==> config.mk <==
export PLATFORM = sky130hd
export DESIGN_NAME = esc_telemetry_frame_decoder
export DESIGN_NICKNAME = d
export VERILOG_FILES = /design/src/rtl/core/esctfd_pkg.sv /design/src/rtl/core/esctfd_front.sv /design/src/rtl/core/esctfd_frame_q.sv /design/src/rtl/core/esctfd_back.sv /design/src/rtl/core/esc_telemetry_frame_decoder.sv
export VERILOG_INCLUDE_DIRS = /design/src /design/src/rtl/core
export SDC_FILE = /design/constraint.sdc
export NUM_CORES = 1
export LEC_CHECK = 0
export BUFFER_PORTS_ARGS = -buffer_cell sky130_fd_sc_hd__buf_2
export CORE_MARGIN = 2
export CORE_UTILIZATION = 40
export CTS_CLUSTER_SIZE = 12
export DETAILED_ROUTE_END_ITERATION = 8
export SETUP_SLACK_MARGIN = 0.05
export SLEW_MARGIN = 20
export SYNTH_ARGS = -nofsm -noshare
export SYNTH_HDL_FRONTEND = slang
export SYNTH_HIERARCHICAL = 1
export SYNTH_SLANG_ARGS = --single-unit
==> constraint.sdc <==
create_clock -name i_clk -period 14.4 [get_ports i_clk]
set_input_delay 0.72 -clock i_clk [delete_from_list [all_inputs] [get_ports i_clk]]
set_output_delay 0.72 -clock i_clk [all_outputs]
set_load 0.01 [all_outputs]
==> src/rtl/core/esc_telemetry_frame_decoder_macros.svh <==
`ifndef ESC_TELEMETRY_FRAME_DECODER_MACROS_SVH
`define ESC_TELEMETRY_FRAME_DECODER_MACROS_SVH

// Same-cycle check: consequent must hold in the cycle of the antecedent
`define ESCTFD_ASSERT_NOW(lbl, ant, cons, msg) \
    lbl: assert property (@(posedge i_clk) disable iff (!i_rst_n) \
        (ant) |-> (cons)) else $error(msg);

// Next-cycle check: consequent must hold in the cycle after the antecedent
`define ESCTFD_ASSERT_NEXT(lbl, ant, cons, msg) \
    lbl: assert property (@(posedge i_clk) disable iff (!i_rst_n) \
        (ant) |=> (cons)) else $error(msg);

`endif

==> src/rtl/core/esctfd_pkg.sv <==
package esctfd_pkg;

    // Frame constants
    localparam logic [7:0]  SYNC_BYTE      = 8'hA6;
    localparam logic [7:0]  TYPE_TELEM     = 8'h80;
    localparam logic [7:0]  DEVICE_ESC     = 8'h20;
    localparam logic [7:0]  FRAME_LEN_BYTE = 8'd22;
    localparam logic [7:0]  NO_DATA_8      = 8'hFF;
    localparam logic [15:0] NO_DATA_16     = 16'hFFFF;
    localparam logic [7:0]  THROTTLE_MAX   = 8'd200;
    localparam logic [15:0] CRC_POLY       = 16'h1021;

    // Byte counter: saturating 5-bit count, store keeps bytes 0..19
    localparam logic [4:0]  COUNT_MAX      = 5'd31;
    localparam logic [4:0]  LAST_POS       = 5'd21;
    localparam logic [4:0]  STORE_DEPTH    = 5'd20;
    localparam int          BODY_FIRST     = 3;
    localparam int          BODY_BYTES     = 17;

    // Queue occupancy (two entries)
    localparam logic [1:0]  Q_FULL_CNT     = 2'd2;

    typedef enum logic [1:0] {
        ST_OK      = 2'd0,
        ST_INVALID = 2'd1,
        ST_NOT_ESC = 2'd2
    } t_status;

    // Classified frame: status plus bytes 3..19 (body[k] is frame byte k+3)
    typedef struct packed {
        t_status                    status;
        logic [BODY_BYTES-1:0][7:0] body;
    } t_frame_rec;

    // Decoded result word
    typedef struct packed {
        t_status     status;
        logic [15:0] device_ids;
        logic [19:0] electrical_rpm;
        logic [15:0] voltage_centivolts;
        logic [15:0] fet_temp_decidegrees;
        logic [15:0] current_centiamps;
        logic [15:0] bec_temp_decidegrees;
        logic [7:0]  bec_current_deciamps;
        logic [10:0] bec_voltage_centivolts;
        logic [7:0]  throttle_half_percent;
        logic [7:0]  power_out_half_percent;
        logic [8:0]  valid_mask;
    } t_result;

    // CRC-16 byte update, poly 0x1021, MSB first
    function automatic logic [15:0] crc_byte(input logic [15:0] crc, input logic [7:0] b);
        logic [15:0] c;
        c = crc ^ {b, 8'h00};
        for (int i = 0; i < 8; i++) begin
            c = c[15] ? ((c << 1) ^ CRC_POLY) : (c << 1);
        end
        return c;
    endfunction

endpackage

==> src/rtl/core/esctfd_front.sv <==
module esctfd_front (
    input  logic                   i_clk,
    input  logic                   i_rst_n,
    input  logic                   i_push,
    input  logic [7:0]             i_data,
    input  logic                   i_last,
    input  logic                   i_q_full,
    output logic                   o_rec_push,
    output esctfd_pkg::t_frame_rec o_rec
);

`include "esc_telemetry_frame_decoder_macros.svh"

    logic [4:0]  r_count;
    logic [4:0]  n_count;
    logic [15:0] r_crc;
    logic [15:0] n_crc;
    logic [7:0]  r_store [0:19];
    logic        w_accept;
    logic        w_frame_ok;

    assign w_accept = i_push && !i_q_full;
    assign n_crc    = esctfd_pkg::crc_byte(r_crc, i_data);
    assign n_count  = (r_count == esctfd_pkg::COUNT_MAX) ? r_count : r_count + 5'd1;

    // Byte counter and running CRC, cleared at end of frame
    always_ff @(posedge i_clk) begin
        if (!i_rst_n) begin
            r_count <= '0;
            r_crc   <= '0;
        end else if (w_accept) begin
            if (i_last) begin
                r_count <= '0;
                r_crc   <= '0;
            end else begin
                r_count <= n_count;
                r_crc   <= n_crc;
            end
        end
    end

    // Keep the first 20 bytes
    always_ff @(posedge i_clk) begin
        if (w_accept && (r_count < esctfd_pkg::STORE_DEPTH)) begin
            r_store[r_count] <= i_data;
        end
    end

    // Frame check: length, sync, type, length byte, CRC residue
    assign w_frame_ok = (r_count == esctfd_pkg::LAST_POS) &&
                        (r_store[0] == esctfd_pkg::SYNC_BYTE) &&
                        (r_store[1] == esctfd_pkg::TYPE_TELEM) &&
                        (r_store[2] == esctfd_pkg::FRAME_LEN_BYTE) &&
                        (n_crc == 16'h0000);

    // Classify and hand the body to the queue on the last byte
    always_comb begin
        if (!w_frame_ok) begin
            o_rec.status = esctfd_pkg::ST_INVALID;
        end else if (r_store[4] != esctfd_pkg::DEVICE_ESC) begin
            o_rec.status = esctfd_pkg::ST_NOT_ESC;
        end else begin
            o_rec.status = esctfd_pkg::ST_OK;
        end
        for (int k = 0; k < esctfd_pkg::BODY_BYTES; k++) begin
            o_rec.body[k] = r_store[k + esctfd_pkg::BODY_FIRST];
        end
    end

    assign o_rec_push = w_accept && i_last;

    `ESCTFD_ASSERT_NEXT(a_count_sat, w_accept && !i_last && (r_count == esctfd_pkg::COUNT_MAX), r_count == esctfd_pkg::COUNT_MAX, "byte count left saturation")
    `ESCTFD_ASSERT_NEXT(a_count_inc, w_accept && !i_last && (r_count != esctfd_pkg::COUNT_MAX), r_count == $past(r_count) + 5'd1, "byte count did not advance")
    `ESCTFD_ASSERT_NEXT(a_frame_clr, w_accept && i_last, (r_count == 5'd0) && (r_crc == 16'h0000), "frame state not cleared after last byte")

endmodule

==> src/rtl/core/esctfd_frame_q.sv <==
module esctfd_frame_q (
    input  logic                   i_clk,
    input  logic                   i_rst_n,
    input  logic                   i_push,
    input  esctfd_pkg::t_frame_rec i_rec,
    output logic                   o_full,
    input  logic                   i_pop,
    output logic                   o_empty,
    output esctfd_pkg::t_frame_rec o_rec
);

    esctfd_pkg::t_frame_rec r_mem [0:1];
    logic                   r_wptr;
    logic                   r_rptr;
    logic [1:0]             r_cnt;
    logic [1:0]             n_cnt;

    assign o_full  = (r_cnt == esctfd_pkg::Q_FULL_CNT);
    assign o_empty = (r_cnt == 2'd0);
    assign o_rec   = r_mem[r_rptr];

    // Occupancy
    always_comb begin
        case ({i_push, i_pop})
            2'b10:   n_cnt = r_cnt + 2'd1;
            2'b01:   n_cnt = r_cnt - 2'd1;
            default: n_cnt = r_cnt;
        endcase
    end

    // Pointers
    always_ff @(posedge i_clk) begin
        if (!i_rst_n) begin
            r_wptr <= 1'b0;
            r_rptr <= 1'b0;
            r_cnt  <= '0;
        end else begin
            if (i_push) begin
                r_wptr <= ~r_wptr;
            end
            if (i_pop) begin
                r_rptr <= ~r_rptr;
            end
            r_cnt <= n_cnt;
        end
    end

    // Storage
    always_ff @(posedge i_clk) begin
        if (i_push) begin
            r_mem[r_wptr] <= i_rec;
        end
    end

endmodule

==> src/rtl/core/esctfd_back.sv <==
module esctfd_back (
    input  logic                   i_clk,
    input  logic                   i_rst_n,
    input  logic                   i_q_empty,
    input  esctfd_pkg::t_frame_rec i_rec,
    output logic                   o_q_pop,
    input  logic                   i_pop,
    output logic                   o_empty,
    output esctfd_pkg::t_result    o_result
);

`include "esc_telemetry_frame_decoder_macros.svh"

    esctfd_pkg::t_result r_mem [0:1];
    esctfd_pkg::t_result n_res;
    logic                r_wptr;
    logic                r_rptr;
    logic [1:0]          r_cnt;
    logic [1:0]          n_cnt;
    logic                w_push;
    logic                w_pop;
    logic [15:0]         w_rpm;
    logic [15:0]         w_volt;
    logic [15:0]         w_fet;
    logic [15:0]         w_cur;
    logic [15:0]         w_bect;
    logic [7:0]          w_becc;
    logic [7:0]          w_becv;
    logic [7:0]          w_thr;
    logic [7:0]          w_pwr;

    // Move one classified frame per cycle into the result queue while the result queue has room
    assign w_push  = !i_q_empty && (r_cnt != esctfd_pkg::Q_FULL_CNT);
    assign o_q_pop = w_push;
    assign w_pop   = i_pop && !o_empty;

    // Raw fields (body[k] is frame byte k+3)
    assign w_rpm  = {i_rec.body[3],  i_rec.body[4]};
    assign w_volt = {i_rec.body[5],  i_rec.body[6]};
    assign w_fet  = {i_rec.body[7],  i_rec.body[8]};
    assign w_cur  = {i_rec.body[9],  i_rec.body[10]};
    assign w_bect = {i_rec.body[11], i_rec.body[12]};
    assign w_becc = i_rec.body[13];
    assign w_becv = i_rec.body[14];
    assign w_thr  = i_rec.body[15];
    assign w_pwr  = i_rec.body[16];

    // Decode with no-data sentinels and the throttle limit; all fields zero unless status is ok
    always_comb begin
        n_res        = '0;
        n_res.status = i_rec.status;
        if (i_rec.status == esctfd_pkg::ST_OK) begin
            n_res.device_ids = {i_rec.body[0], i_rec.body[2]};
            if (w_rpm != esctfd_pkg::NO_DATA_16) begin
                // rpm * 10 as (x << 3) + (x << 1)
                n_res.electrical_rpm = 20'({w_rpm, 3'b000}) + 20'({w_rpm, 1'b0});
                n_res.valid_mask[0]  = 1'b1;
            end
            if (w_volt != esctfd_pkg::NO_DATA_16) begin
                n_res.voltage_centivolts = w_volt;
                n_res.valid_mask[1]      = 1'b1;
            end
            if (w_fet != esctfd_pkg::NO_DATA_16) begin
                n_res.fet_temp_decidegrees = w_fet;
                n_res.valid_mask[2]        = 1'b1;
            end
            if (w_cur != esctfd_pkg::NO_DATA_16) begin
                n_res.current_centiamps = w_cur;
                n_res.valid_mask[3]     = 1'b1;
            end
            if (w_bect != esctfd_pkg::NO_DATA_16) begin
                n_res.bec_temp_decidegrees = w_bect;
                n_res.valid_mask[4]        = 1'b1;
            end
            if (w_becc != esctfd_pkg::NO_DATA_8) begin
                n_res.bec_current_deciamps = w_becc;
                n_res.valid_mask[5]        = 1'b1;
            end
            if (w_becv != esctfd_pkg::NO_DATA_8) begin
                // byte * 5 as (x << 2) + x
                n_res.bec_voltage_centivolts = 11'({w_becv, 2'b00}) + 11'(w_becv);
                n_res.valid_mask[6]          = 1'b1;
            end
            if (w_thr <= esctfd_pkg::THROTTLE_MAX) begin
                n_res.throttle_half_percent = w_thr;
                n_res.valid_mask[7]         = 1'b1;
            end
            if (w_pwr != esctfd_pkg::NO_DATA_8) begin
                n_res.power_out_half_percent = w_pwr;
                n_res.valid_mask[8]          = 1'b1;
            end
        end
    end

    // Result queue occupancy
    always_comb begin
        case ({w_push, w_pop})
            2'b10:   n_cnt = r_cnt + 2'd1;
            2'b01:   n_cnt = r_cnt - 2'd1;
            default: n_cnt = r_cnt;
        endcase
    end

    always_ff @(posedge i_clk) begin
        if (!i_rst_n) begin
            r_wptr <= 1'b0;
            r_rptr <= 1'b0;
            r_cnt  <= '0;
        end else begin
            if (w_push) begin
                r_wptr <= ~r_wptr;
            end
            if (w_pop) begin
                r_rptr <= ~r_rptr;
            end
            r_cnt <= n_cnt;
        end
    end

    always_ff @(posedge i_clk) begin
        if (w_push) begin
            r_mem[r_wptr] <= n_res;
        end
    end

    assign o_empty  = (r_cnt == 2'd0);
    assign o_result = r_mem[r_rptr];

    `ESCTFD_ASSERT_NOW(a_cnt_range, 1'b1, r_cnt <= esctfd_pkg::Q_FULL_CNT, "result queue overflow")
    `ESCTFD_ASSERT_NOW(a_bad_zero, w_push && (i_rec.status != esctfd_pkg::ST_OK), (n_res.valid_mask == 9'd0) && (n_res.device_ids == 16'd0) && (n_res.electrical_rpm == 20'd0), "fields not zero on bad frame")
    `ESCTFD_ASSERT_NOW(a_thr_zero, w_push && !n_res.valid_mask[7], n_res.throttle_half_percent == 8'd0, "invalid throttle not zeroed")

endmodule

==> src/rtl/core/esc_telemetry_frame_decoder.sv <==
// Telemetry frame decoder: one frame byte accepted per cycle while full is low.
// After its last byte is accepted, a result is written to the classified frame
// queue and then to the result queue, where it becomes poppable.
// full rises only when the two-entry frame queue holds two undrained frames.
// Synchronous active-low reset clears the byte counter, CRC and queue pointers;
// the 20-byte frame store is not cleared and needs no clearing pass.
module esc_telemetry_frame_decoder (
    input  logic        i_clk,
    input  logic        i_rst_n,
    input  logic        push,
    output logic        full,
    input  logic [7:0]  i_data_byte,
    input  logic        i_last_byte,
    output logic        empty,
    input  logic        pop,
    output logic [1:0]  o_status,
    output logic [15:0] o_device_ids,
    output logic [19:0] o_electrical_rpm,
    output logic [15:0] o_voltage_centivolts,
    output logic [15:0] o_fet_temp_decidegrees,
    output logic [15:0] o_current_centiamps,
    output logic [15:0] o_bec_temp_decidegrees,
    output logic [7:0]  o_bec_current_deciamps,
    output logic [10:0] o_bec_voltage_centivolts,
    output logic [7:0]  o_throttle_half_percent,
    output logic [7:0]  o_power_out_half_percent,
    output logic [8:0]  o_valid_mask
);

    esctfd_pkg::t_frame_rec w_front_rec;
    esctfd_pkg::t_frame_rec w_back_rec;
    esctfd_pkg::t_result    w_result;
    logic                   w_rec_push;
    logic                   w_q_full;
    logic                   w_q_empty;
    logic                   w_q_pop;

    // Front: count, CRC, store, classify
    esctfd_front u_front (
        .i_clk      (i_clk),
        .i_rst_n    (i_rst_n),
        .i_push     (push),
        .i_data     (i_data_byte),
        .i_last     (i_last_byte),
        .i_q_full   (w_q_full),
        .o_rec_push (w_rec_push),
        .o_rec      (w_front_rec)
    );

    // Classified frame queue between front and back
    esctfd_frame_q u_frame_q (
        .i_clk   (i_clk),
        .i_rst_n (i_rst_n),
        .i_push  (w_rec_push),
        .i_rec   (w_front_rec),
        .o_full  (w_q_full),
        .i_pop   (w_q_pop),
        .o_empty (w_q_empty),
        .o_rec   (w_back_rec)
    );

    // Back: field decode and result queue
    esctfd_back u_back (
        .i_clk     (i_clk),
        .i_rst_n   (i_rst_n),
        .i_q_empty (w_q_empty),
        .i_rec     (w_back_rec),
        .o_q_pop   (w_q_pop),
        .i_pop     (pop),
        .o_empty   (empty),
        .o_result  (w_result)
    );

    assign full = w_q_full;

    // Result word onto ports
    assign o_status                 = w_result.status;
    assign o_device_ids             = w_result.device_ids;
    assign o_electrical_rpm         = w_result.electrical_rpm;
    assign o_voltage_centivolts     = w_result.voltage_centivolts;
    assign o_fet_temp_decidegrees   = w_result.fet_temp_decidegrees;
    assign o_current_centiamps      = w_result.current_centiamps;
    assign o_bec_temp_decidegrees   = w_result.bec_temp_decidegrees;
    assign o_bec_current_deciamps   = w_result.bec_current_deciamps;
    assign o_bec_voltage_centivolts = w_result.bec_voltage_centivolts;
    assign o_throttle_half_percent  = w_result.throttle_half_percent;
    assign o_power_out_half_percent = w_result.power_out_half_percent;
    assign o_valid_mask             = w_result.valid_mask;

endmodule

==> results of run 1 <==
-- through the flow --
step                      total power, W  setup slack [ps]
after global routing             0.00638             10050
after detailed placement         0.00443             10780
after floorplan                  0.00393              7070
final                            0.00608             10280
after global placement           0.00440             10850
after CTS                        0.00618             10190
-- sequential cells by signal (all words and copies together), names as in the netlist, named ones only --
name,cells
u_front/r_store,160
u_back/r_cnt,2
u_frame_q/r_mem,260
u_back/r_mem,290
u_frame_q/r_wptr,1
u_front/r_crc,16
u_frame_q/r_cnt,2
u_frame_q/r_rptr,1
u_front/r_count,5
u_back/r_rptr,1
u_back/r_wptr,1
-- per-layer routing --
| layer | up-vias | share of wire, % | GRT usage, % |
|---|---|---|---|
| li1 | 6319 | - | - |
| met1 | 6983 | 42 | 19.0 |
| met2 | 256 | 52 | 26.9 |
| met3 | 78 | 3.9 | 2.45 |
| met4 | 2 | 2.1 | 4.95 |
| met5 | - | 0.020 | 0 |
-- where the power goes --
part,switching [W],internal (W)
logic,0.000866,0.000612
registers,0.000106,0.00276
clock network,0.000747,0.000987
total,0.00172,0.00436
-- worst max-delay path by stage --
stage	slack, ps	endpoint	from
2_1_floorplan	7070	u_back/r_mem[0][0]	u_back/r_cnt[0]
3_3_place_gp	10850	u_back/r_mem[0][127]	flop
3_5_place_dp	10780	u_back/r_mem[0][127]	flop
4_1_cts	10190	o_bec_current_deciamps[4]	flop
5_1_grt	10050	o_power_out_half_percent[0]	flop
6_report	10280	o_power_out_half_percent[0]	flop
-- worst reg2reg max path, stage by stage (launching register included) --
cell      delay [ps]
dfxtp_4          420
buf_4            700
mux2_2           410
ha_1             200
inv_1             60
fa_1             400
nand2b_1         190
a21oi_2          210
o32ai_2          150
o221ai_1         280
nand2_1          100
nor2_1           260
-- area by class of cell --
type	instances	area share, %
multi-input combinational	731	19.4
clock buffer	104	6.28
sequential	741	67.4
timing repair buffer	174	2.79
inverter	20	0.230
tap	940	3.61
clock inverter	13	0.307
==> metrics.yaml, run 1 <==
worst_setup_path:
  cp_max_fo: 56
  crit_family: "buffers and inverters"
  worstPathRequired_ps: 13680
  start_kind: "flop"
  cp_slowest_cell: "dfxtp_4"
  reg2regPathDepth: 11
  rr_endpoint: "u_back/r_mem[1][127]"
  crit_buf_inv: 3
  crit_top_cell: "buf_4"
  crit_arrival_ps: 3400
  path_cells: "buf_4 -> buf_4 -> mux2_2 -> buf_2"
  path_class: "flop to output pin"
  cp.depth: 4
  max_stage_delay_ps: 770
  ff2ff_setup_slack_ps: 10800
  crit_path_end_kind: "output pin"
routing:
  ant_nets: 0
  routedWlPerCell_um: 20.6
  via_per_inst: 5.01
  firstDrtPassIters: 5
  drc_errors: 0
  vias: 13600
  drt-initial-drc-count: 949
  drt_wl_total_mm: 56.2
sta:
  fin_skew_ps: 18.4
  worst_pin_slew_ps: 1080
  relSlewSlack_pct: 28.2
  hold_viol: 0
  fin_crit_sh_pct: 28.6
  finalSetupViolations: 0
  max_freq_ghz: 0.243
  period_needed_ps: 4120
  slew_viol_final: 0
  final.setup.tns_ps: 0
  rsz0062_at_grt: "no"
  whs_ps: 432
logic_synthesis:
  ys_warn_count: 6
  synthesis.area_mm2: 0.0286
  syn_avg_cell_area_um2: 18.6
  syn_nets: 1581
  synthCells: 1539
finish:
  fillerInstances: 5995
  layout_commonest_cell: "edfxtp_1"
  stdcell_count: 2723
  diodes: 0
  multi_input_area_mm2: 0.00633
  seqCellArea_mm2: 0.0219
  final_core_util_pct: 46.3
  final_cell_mix: "710 x edfxtp_1, 275 x mux2_2, 159 x buf_2, 120 x and2_1, 76 x clkbuf_16"
  design_area_mm2: 0.0326
  syn2layout_area_growth_pct: 14.1
  fin_nets: 1785
  drive_gt1_share_pct: 31.8
placement:
  placed_cell_area_mm2: 0.0304
  port_buffers: 159
  dp.cells: 2606
  gp_congestion: 0.747
  dp_hpwl_mm: 34.0
cts:
  insertion_delay_ps: 600
  cts_tree: "done"
  numCtsBuffers: 75
  htreeDepth: 3
  hold_buffers: 0
  clk_pin_slew_ps: 60
  clockRootBuffer: "clkbuf_16"
  postCtsSetupRepairBufs: 0
  cts.path.max_buffers: 3
  clock_sink_count: 741
  postCtsResizedCells: 0
floorplanning:
  io_pins: 161
  die_x_um: 271
  die_h_um: 271
  rows: 97
  dieArea_mm2: 0.0736
  core_area_mm2: 0.0704
  initial_core_util_pct: 40.6
grt:
  overflow: 0
  grt_pass1_wl_mm: 84.8
  grt_max_degree: 72
  grt_use_total_pct: 15.2
  grt_pass1_vias: 14400
  antenna_found_initial: 2
flow_run:
  drv_cap: 0
power:
  vdd_drop_max_v: 0.0000994
  pwr_density_cell_mw_per_mm2: 187
  leakage_nw: 10.9
worst_hold_path:
  holdPathStages: 0
  min_from: "u_front/r_store[13][7]"
  hp-class: "flop to flop"
  worst_hold_path.endpoint: "u_frame_q/r_mem[1][87]"
run_status:
  status: "completed"
Power figures use the tool's default switching activity.
==> run 2: changes to the inputs <==
==> constraint.sdc (replaced) <==
create_clock -name i_clk -period 4.1 [get_ports i_clk]
set_input_delay 0.205 -clock i_clk [delete_from_list [all_inputs] [get_ports i_clk]]
set_output_delay 0.205 -clock i_clk [all_outputs]
set_load 0.01 [all_outputs]
==> run 2 against run 1 <==
Against the previous run:
- first-iteration DRC count down 6.1%
- cell count rose by 0.88%
- via count up 0.12%
- worst hold slack got worse by 400 ps
- register-to-register slack worse by 9800 ps
- largest power group unchanged
==> metrics.yaml, run 2 (synthesized netlist as in run 1, its figures left out) <==
worst_setup_path:
  ff2ff_setup_slack_ps: 1020
  crit_path_end_kind: "flop"
  worstPathRequired_ps: 4450
  crit_buf_inv: 1
  max_stage_delay_ps: 720
  path_class: "flop to flop"
  path_cells: "mux2_2 -> ha_1 -> inv_1 -> fa_1 -> nand2b_1 -> a21oi_2 -> o32ai_2 -> o221ai_1 -> nand3_1 -> nor3b_2"
  cp_slowest_cell: "dfxtp_4"
  crit_family: "flip-flops"
  start_kind: "flop"
  cp_max_fo: 40
  reg2regPathDepth: 10
  rr_endpoint: "u_back/r_mem[0][125]"
  crit_arrival_ps: 3430
  cp.depth: 10
flow_run:
  drv_cap: 0
sta:
  worst_pin_slew_ps: 1000
  finalSetupViolations: 0
  relSlewSlack_pct: 33.0
  rsz0062_at_grt: "no"
  fin_crit_sh_pct: 75.1
  layout_setup_ws_ps: 1020
  final.setup.tns_ps: 0
  hold_viol: 0
  period_needed_ps: 3080
  slew_viol_final: 0
  max_freq_ghz: 0.325
  fin_skew_ps: 22.1
finish:
  layout_commonest_cell: "edfxtp_1"
  top_register: "u_back/r_mem"
  drive_gt1_share_pct: 32.4
  diodes: 0
  syn2layout_area_growth_pct: 15.1
  final_cell_mix: "710 x edfxtp_1, 275 x mux2_2, 159 x buf_2, 120 x and2_1, 80 x clkbuf_16"
  largest_reg_flops: 290
  top_regs: "u_back/r_mem (290), u_frame_q/r_mem (260), u_front/r_store (160)"
  fin_nets: 1803
  design_area_mm2: 0.0329
  final_core_util_pct: 46.7
placement:
  placed_cell_area_mm2: 0.0306
  pre_cts_slack_ps: 1010
  gp_congestion: 0.792
  dp_hpwl_mm: 34.1
  port_buffers: 159
power:
  leakage_nw: 11.1
  vdd_drop_max_v: 0.000386
  pwr_density_cell_mw_per_mm2: 656
routing:
  routedWlPerCell_um: 20.3
  drc_errors: 0
  firstDrtPassIters: 5
  vias: 13700
  drt-initial-drc-count: 891
  via_per_inst: 4.97
  drt_wl_total_mm: 55.9
  ant_nets: 0
cts:
  cts_tree: "done"
  postCtsSetupRepairBufs: 0
  postCtsResizedCells: 0
  hold_buffers: 1
  insertion_delay_ps: 610
  cts.path.max_buffers: 3
  clock_sink_count: 741
  clk_pin_slew_ps: 60
  htreeDepth: 3
  numCtsBuffers: 78
  clockRootBuffer: "clkbuf_16"
floorplanning:
  core_area_mm2: 0.0704
  rows: 97
  initial_core_util_pct: 40.6
  dieArea_mm2: 0.0736
  io_pins: 161
  die_x_um: 271
  die_h_um: 271
grt:
  grt_max_degree: 99
  grt_pass1_vias: 14400
  grt_use_total_pct: 15.2
  overflow: 0
  grt_pass1_wl_mm: 85.4
  antenna_found_initial: 3
worst_hold_path:
  worst_hold_path.endpoint: "u_front/r_store[12][4]"
  hp-class: "primary input to flop"
  min_from: "i_data_byte[4]"
  holdPathStages: 1
run_status:
  status: "completed"
[run 2: power by group]
part | switching, W | internal (W)
logic | 0.00302 | 0.00219
registers | 0.000348 | 0.00970
clock network | 0.00270 | 0.00361
total | 0.00606 | 0.0155
[run 2: area by class of cell]
type                            count  area (um2)
Fill cell                        5991       37500
Sequential cell                   741       21900
Multi-Input combinational cell    731        6330
Clock buffer                      104        2110
Tap cell                          940        1180
Timing Repair Buffer              189        1090
Clock inverter                     22         148
Inverter                           20        75.1
[run 2: worst max path at each step]
| stage | from | endpoint | slack, ps |
|---|---|---|---|
| 2_1_floorplan | u_frame_q/r_cnt[0] | u_frame_q/r_mem[0][0] | 740 |
| 3_3_place_gp | flop | u_back/r_mem[0][125] | 1060 |
| 3_5_place_dp | flop | u_back/r_mem[0][125] | 1010 |
| 4_1_cts | flop | u_back/r_mem[0][125] | 1030 |
| 5_1_grt | flop | u_back/r_mem[0][125] | 820 |
| 6_report | flop | u_back/r_mem[0][125] | 1020 |
[run 2: through the flow]
stage,total power [W],hold slack (ps),cells
3_5_place_dp,0.0155,429,2620
4_1_cts,0.0219,6.08,2747
3_3_place_gp,0.0154,422,2620
6_report,0.0216,30.1,2747
5_1_grt,0.0226,8.53,2747
2_1_floorplan,0.0136,304,1539
[run 2: routing by layer]
| layer | global-route usage (%) | up-vias | wire length [um] |
|---|---|---|---|
| met5 | 0 | - | 0 |
| met3 | 2.47 | 83 | 2230 |
| met4 | 4.89 | 0 | 1160 |
| met1 | 19.4 | 6956 | 24300 |
| met2 | 26.3 | 251 | 28100 |
| li1 | - | 6365 | - |
==> run 3: changes to the inputs <==
==> constraint.sdc (replaced) <==
create_clock -name i_clk -period 2.6 [get_ports i_clk]
set_input_delay 0.13 -clock i_clk [delete_from_list [all_inputs] [get_ports i_clk]]
set_output_delay 0.13 -clock i_clk [all_outputs]
set_load 0.01 [all_outputs]
==> run 3 against run 2 <==
Against the previous run:
- non-clock buffer count up 93
- sequential cell count unchanged
- die area unchanged
- combinational power up 83%
- cell area up 4.3%
- via count up 3.0%
- register-to-register slack worse by 990 ps
- critical endpoint unchanged
- wire length up 4.3%
==> metrics.yaml, run 3 (synthesized netlist as in run 1, its figures left out) <==
sta:
  hold_viol: 0
  whs_ps: 53.1
  finalSetupViolations: 0
  relSlewSlack_pct: 54.4
  rsz0062_at_grt: "yes"
  fin_skew_ps: 19.3
  slew_viol_final: 0
  max_freq_ghz: 0.390
  period_needed_ps: 2570
  worst_pin_slew_ps: 684
  fin_crit_sh_pct: 98.7
worst_hold_path:
  hp-class: "primary input to flop"
  holdPathStages: 4
finish:
  diodes: 0
  largest_reg_flops: 290
  fin_nets: 1896
  stdcell_count: 2842
  layout_commonest_cell: "edfxtp_1"
  syn2layout_area_growth_pct: 20.0
  top_register: "u_back/r_mem"
  drive_gt1_share_pct: 38.6
  top_regs: "u_back/r_mem (290), u_frame_q/r_mem (260), u_front/r_store (160)"
  final_cell_mix: "710 x edfxtp_1, 265 x mux2_2, 159 x buf_2, 119 x and2_1, 98 x buf_4"
grt:
  grt_use_total_pct: 15.6
  overflow: 0
  grt_pass1_wl_mm: 87.4
  antenna_found_initial: 2
  grt_pass1_vias: 14700
  grt_max_degree: 86
worst_setup_path:
  cp_max_fo: 8
  path_class: "flop to flop"
  crit_arrival_ps: 2910
  reg2regPathDepth: 11
  start_kind: "flop"
  worstPathRequired_ps: 2950
  crit_path_end_kind: "flop"
cts:
  htreeDepth: 3
  numCtsBuffers: 77
  clock_sink_count: 741
  cts_tree: "done"
  clockRootBuffer: "clkbuf_16"
  clk_pin_slew_ps: 60
  cts.path.max_buffers: 3
  insertion_delay_ps: 610
placement:
  gp_congestion: 0.806
  dp_hpwl_mm: 35.4
  dp.cells: 2692
  port_buffers: 159
routing:
  drt_wl_total_mm: 58.2
  vias: 14100
  firstDrtPassIters: 5
  via_per_inst: 4.95
  drt-initial-drc-count: 1064
  drc_errors: 0
  ant_nets: 0
  routedWlPerCell_um: 20.5
floorplanning:
  initial_core_util_pct: 40.6
  io_pins: 161
  core_area_mm2: 0.0704
  rows: 97
  die_h_um: 271
  dieArea_mm2: 0.0736
  die_x_um: 271
flow_run:
  drv_cap: 0
run_status:
  status: "completed"
power:
  pwr_density_cell_mw_per_mm2: 1030
  vdd_drop_max_v: 0.000528
  leakage_nw: 11.7
==> run 3: worst max-delay path, stage by stage (launching register included) <==
cell and delay (ps):
dfxtp_4 440, buf_8 160, mux2_4 190, ha_4 140
inv_2 40, fa_2 350, nand2b_4 160, a21oi_4 180
o32ai_4 130, o221ai_2 250, nand3_1 90, nor3b_2 170
==> run 3: worst paths after layout <==
check / from / end / slack, ps
max: flop / u_back/r_mem[0][125] / 30
min: pop / u_back/r_rptr / 50
max reg2reg: flop / u_back/r_mem[0][125] / 30
min reg2reg: u_front/r_store[11][3] / u_frame_q/r_mem[0][67] / 440
==> run 3: repair_timing <==
action                                  4_1_cts  5_1_grt
buffers inserted                              3       14
endpoints found under the setup margin      166      206
resized for setup                            20       61
endpoints found under the hold margin         6        0
hold buffers                                  2        0
cloned                                        1        3
pin swaps                                     0       17
==> run 3: per-layer routing <==
metal  GRT usage [%]  up-vias  share of wire (%)
met3            2.74       88                4.5
li1                -     6561                  -
met1            19.6     7121                 42
met5               0        -                  0
met4            5.21        0                2.3
met2            27.2      292                 51
==> run 3: metrics by stage <==
step | utilization [%] | power [W] | instance area, um2 | TNS, ps | worst slack, ps
6_report | 48.7 | 0.0354 | 34300 | 0 | 34.6
5_1_grt | 48.7 | 0.0370 | 34300 | -512 | -69.3
4_1_cts | 48.1 | 0.0355 | 33800 | -98.5 | -32.3
3_5_place_dp | 44.6 | 0.0252 | 31400 | -8360 | -137
3_3_place_gp | 44.6 | 0.0251 | 31400 | -5840 | -98.3
2_1_floorplan | - | 0.0215 | 28700 | -215390 | -672
==> run 3: power by group <==
part,leakage [nW],internal [W],switching [W]
clock,1.13,0.00586,0.00426
sequential,6.83,0.0153,0.000494
combinational,3.79,0.00423,0.00526
==> run 3: cell type report <==
cell class,count,area (um2)
Clock buffer,103,2150
Clock inverter,24,159
Fill cell,5829,36100
Inverter,20,77.6
Multi-Input combinational cell,732,6760
Sequential cell,741,22000
Tap cell,940,1180
Timing Repair Buffer,282,2010
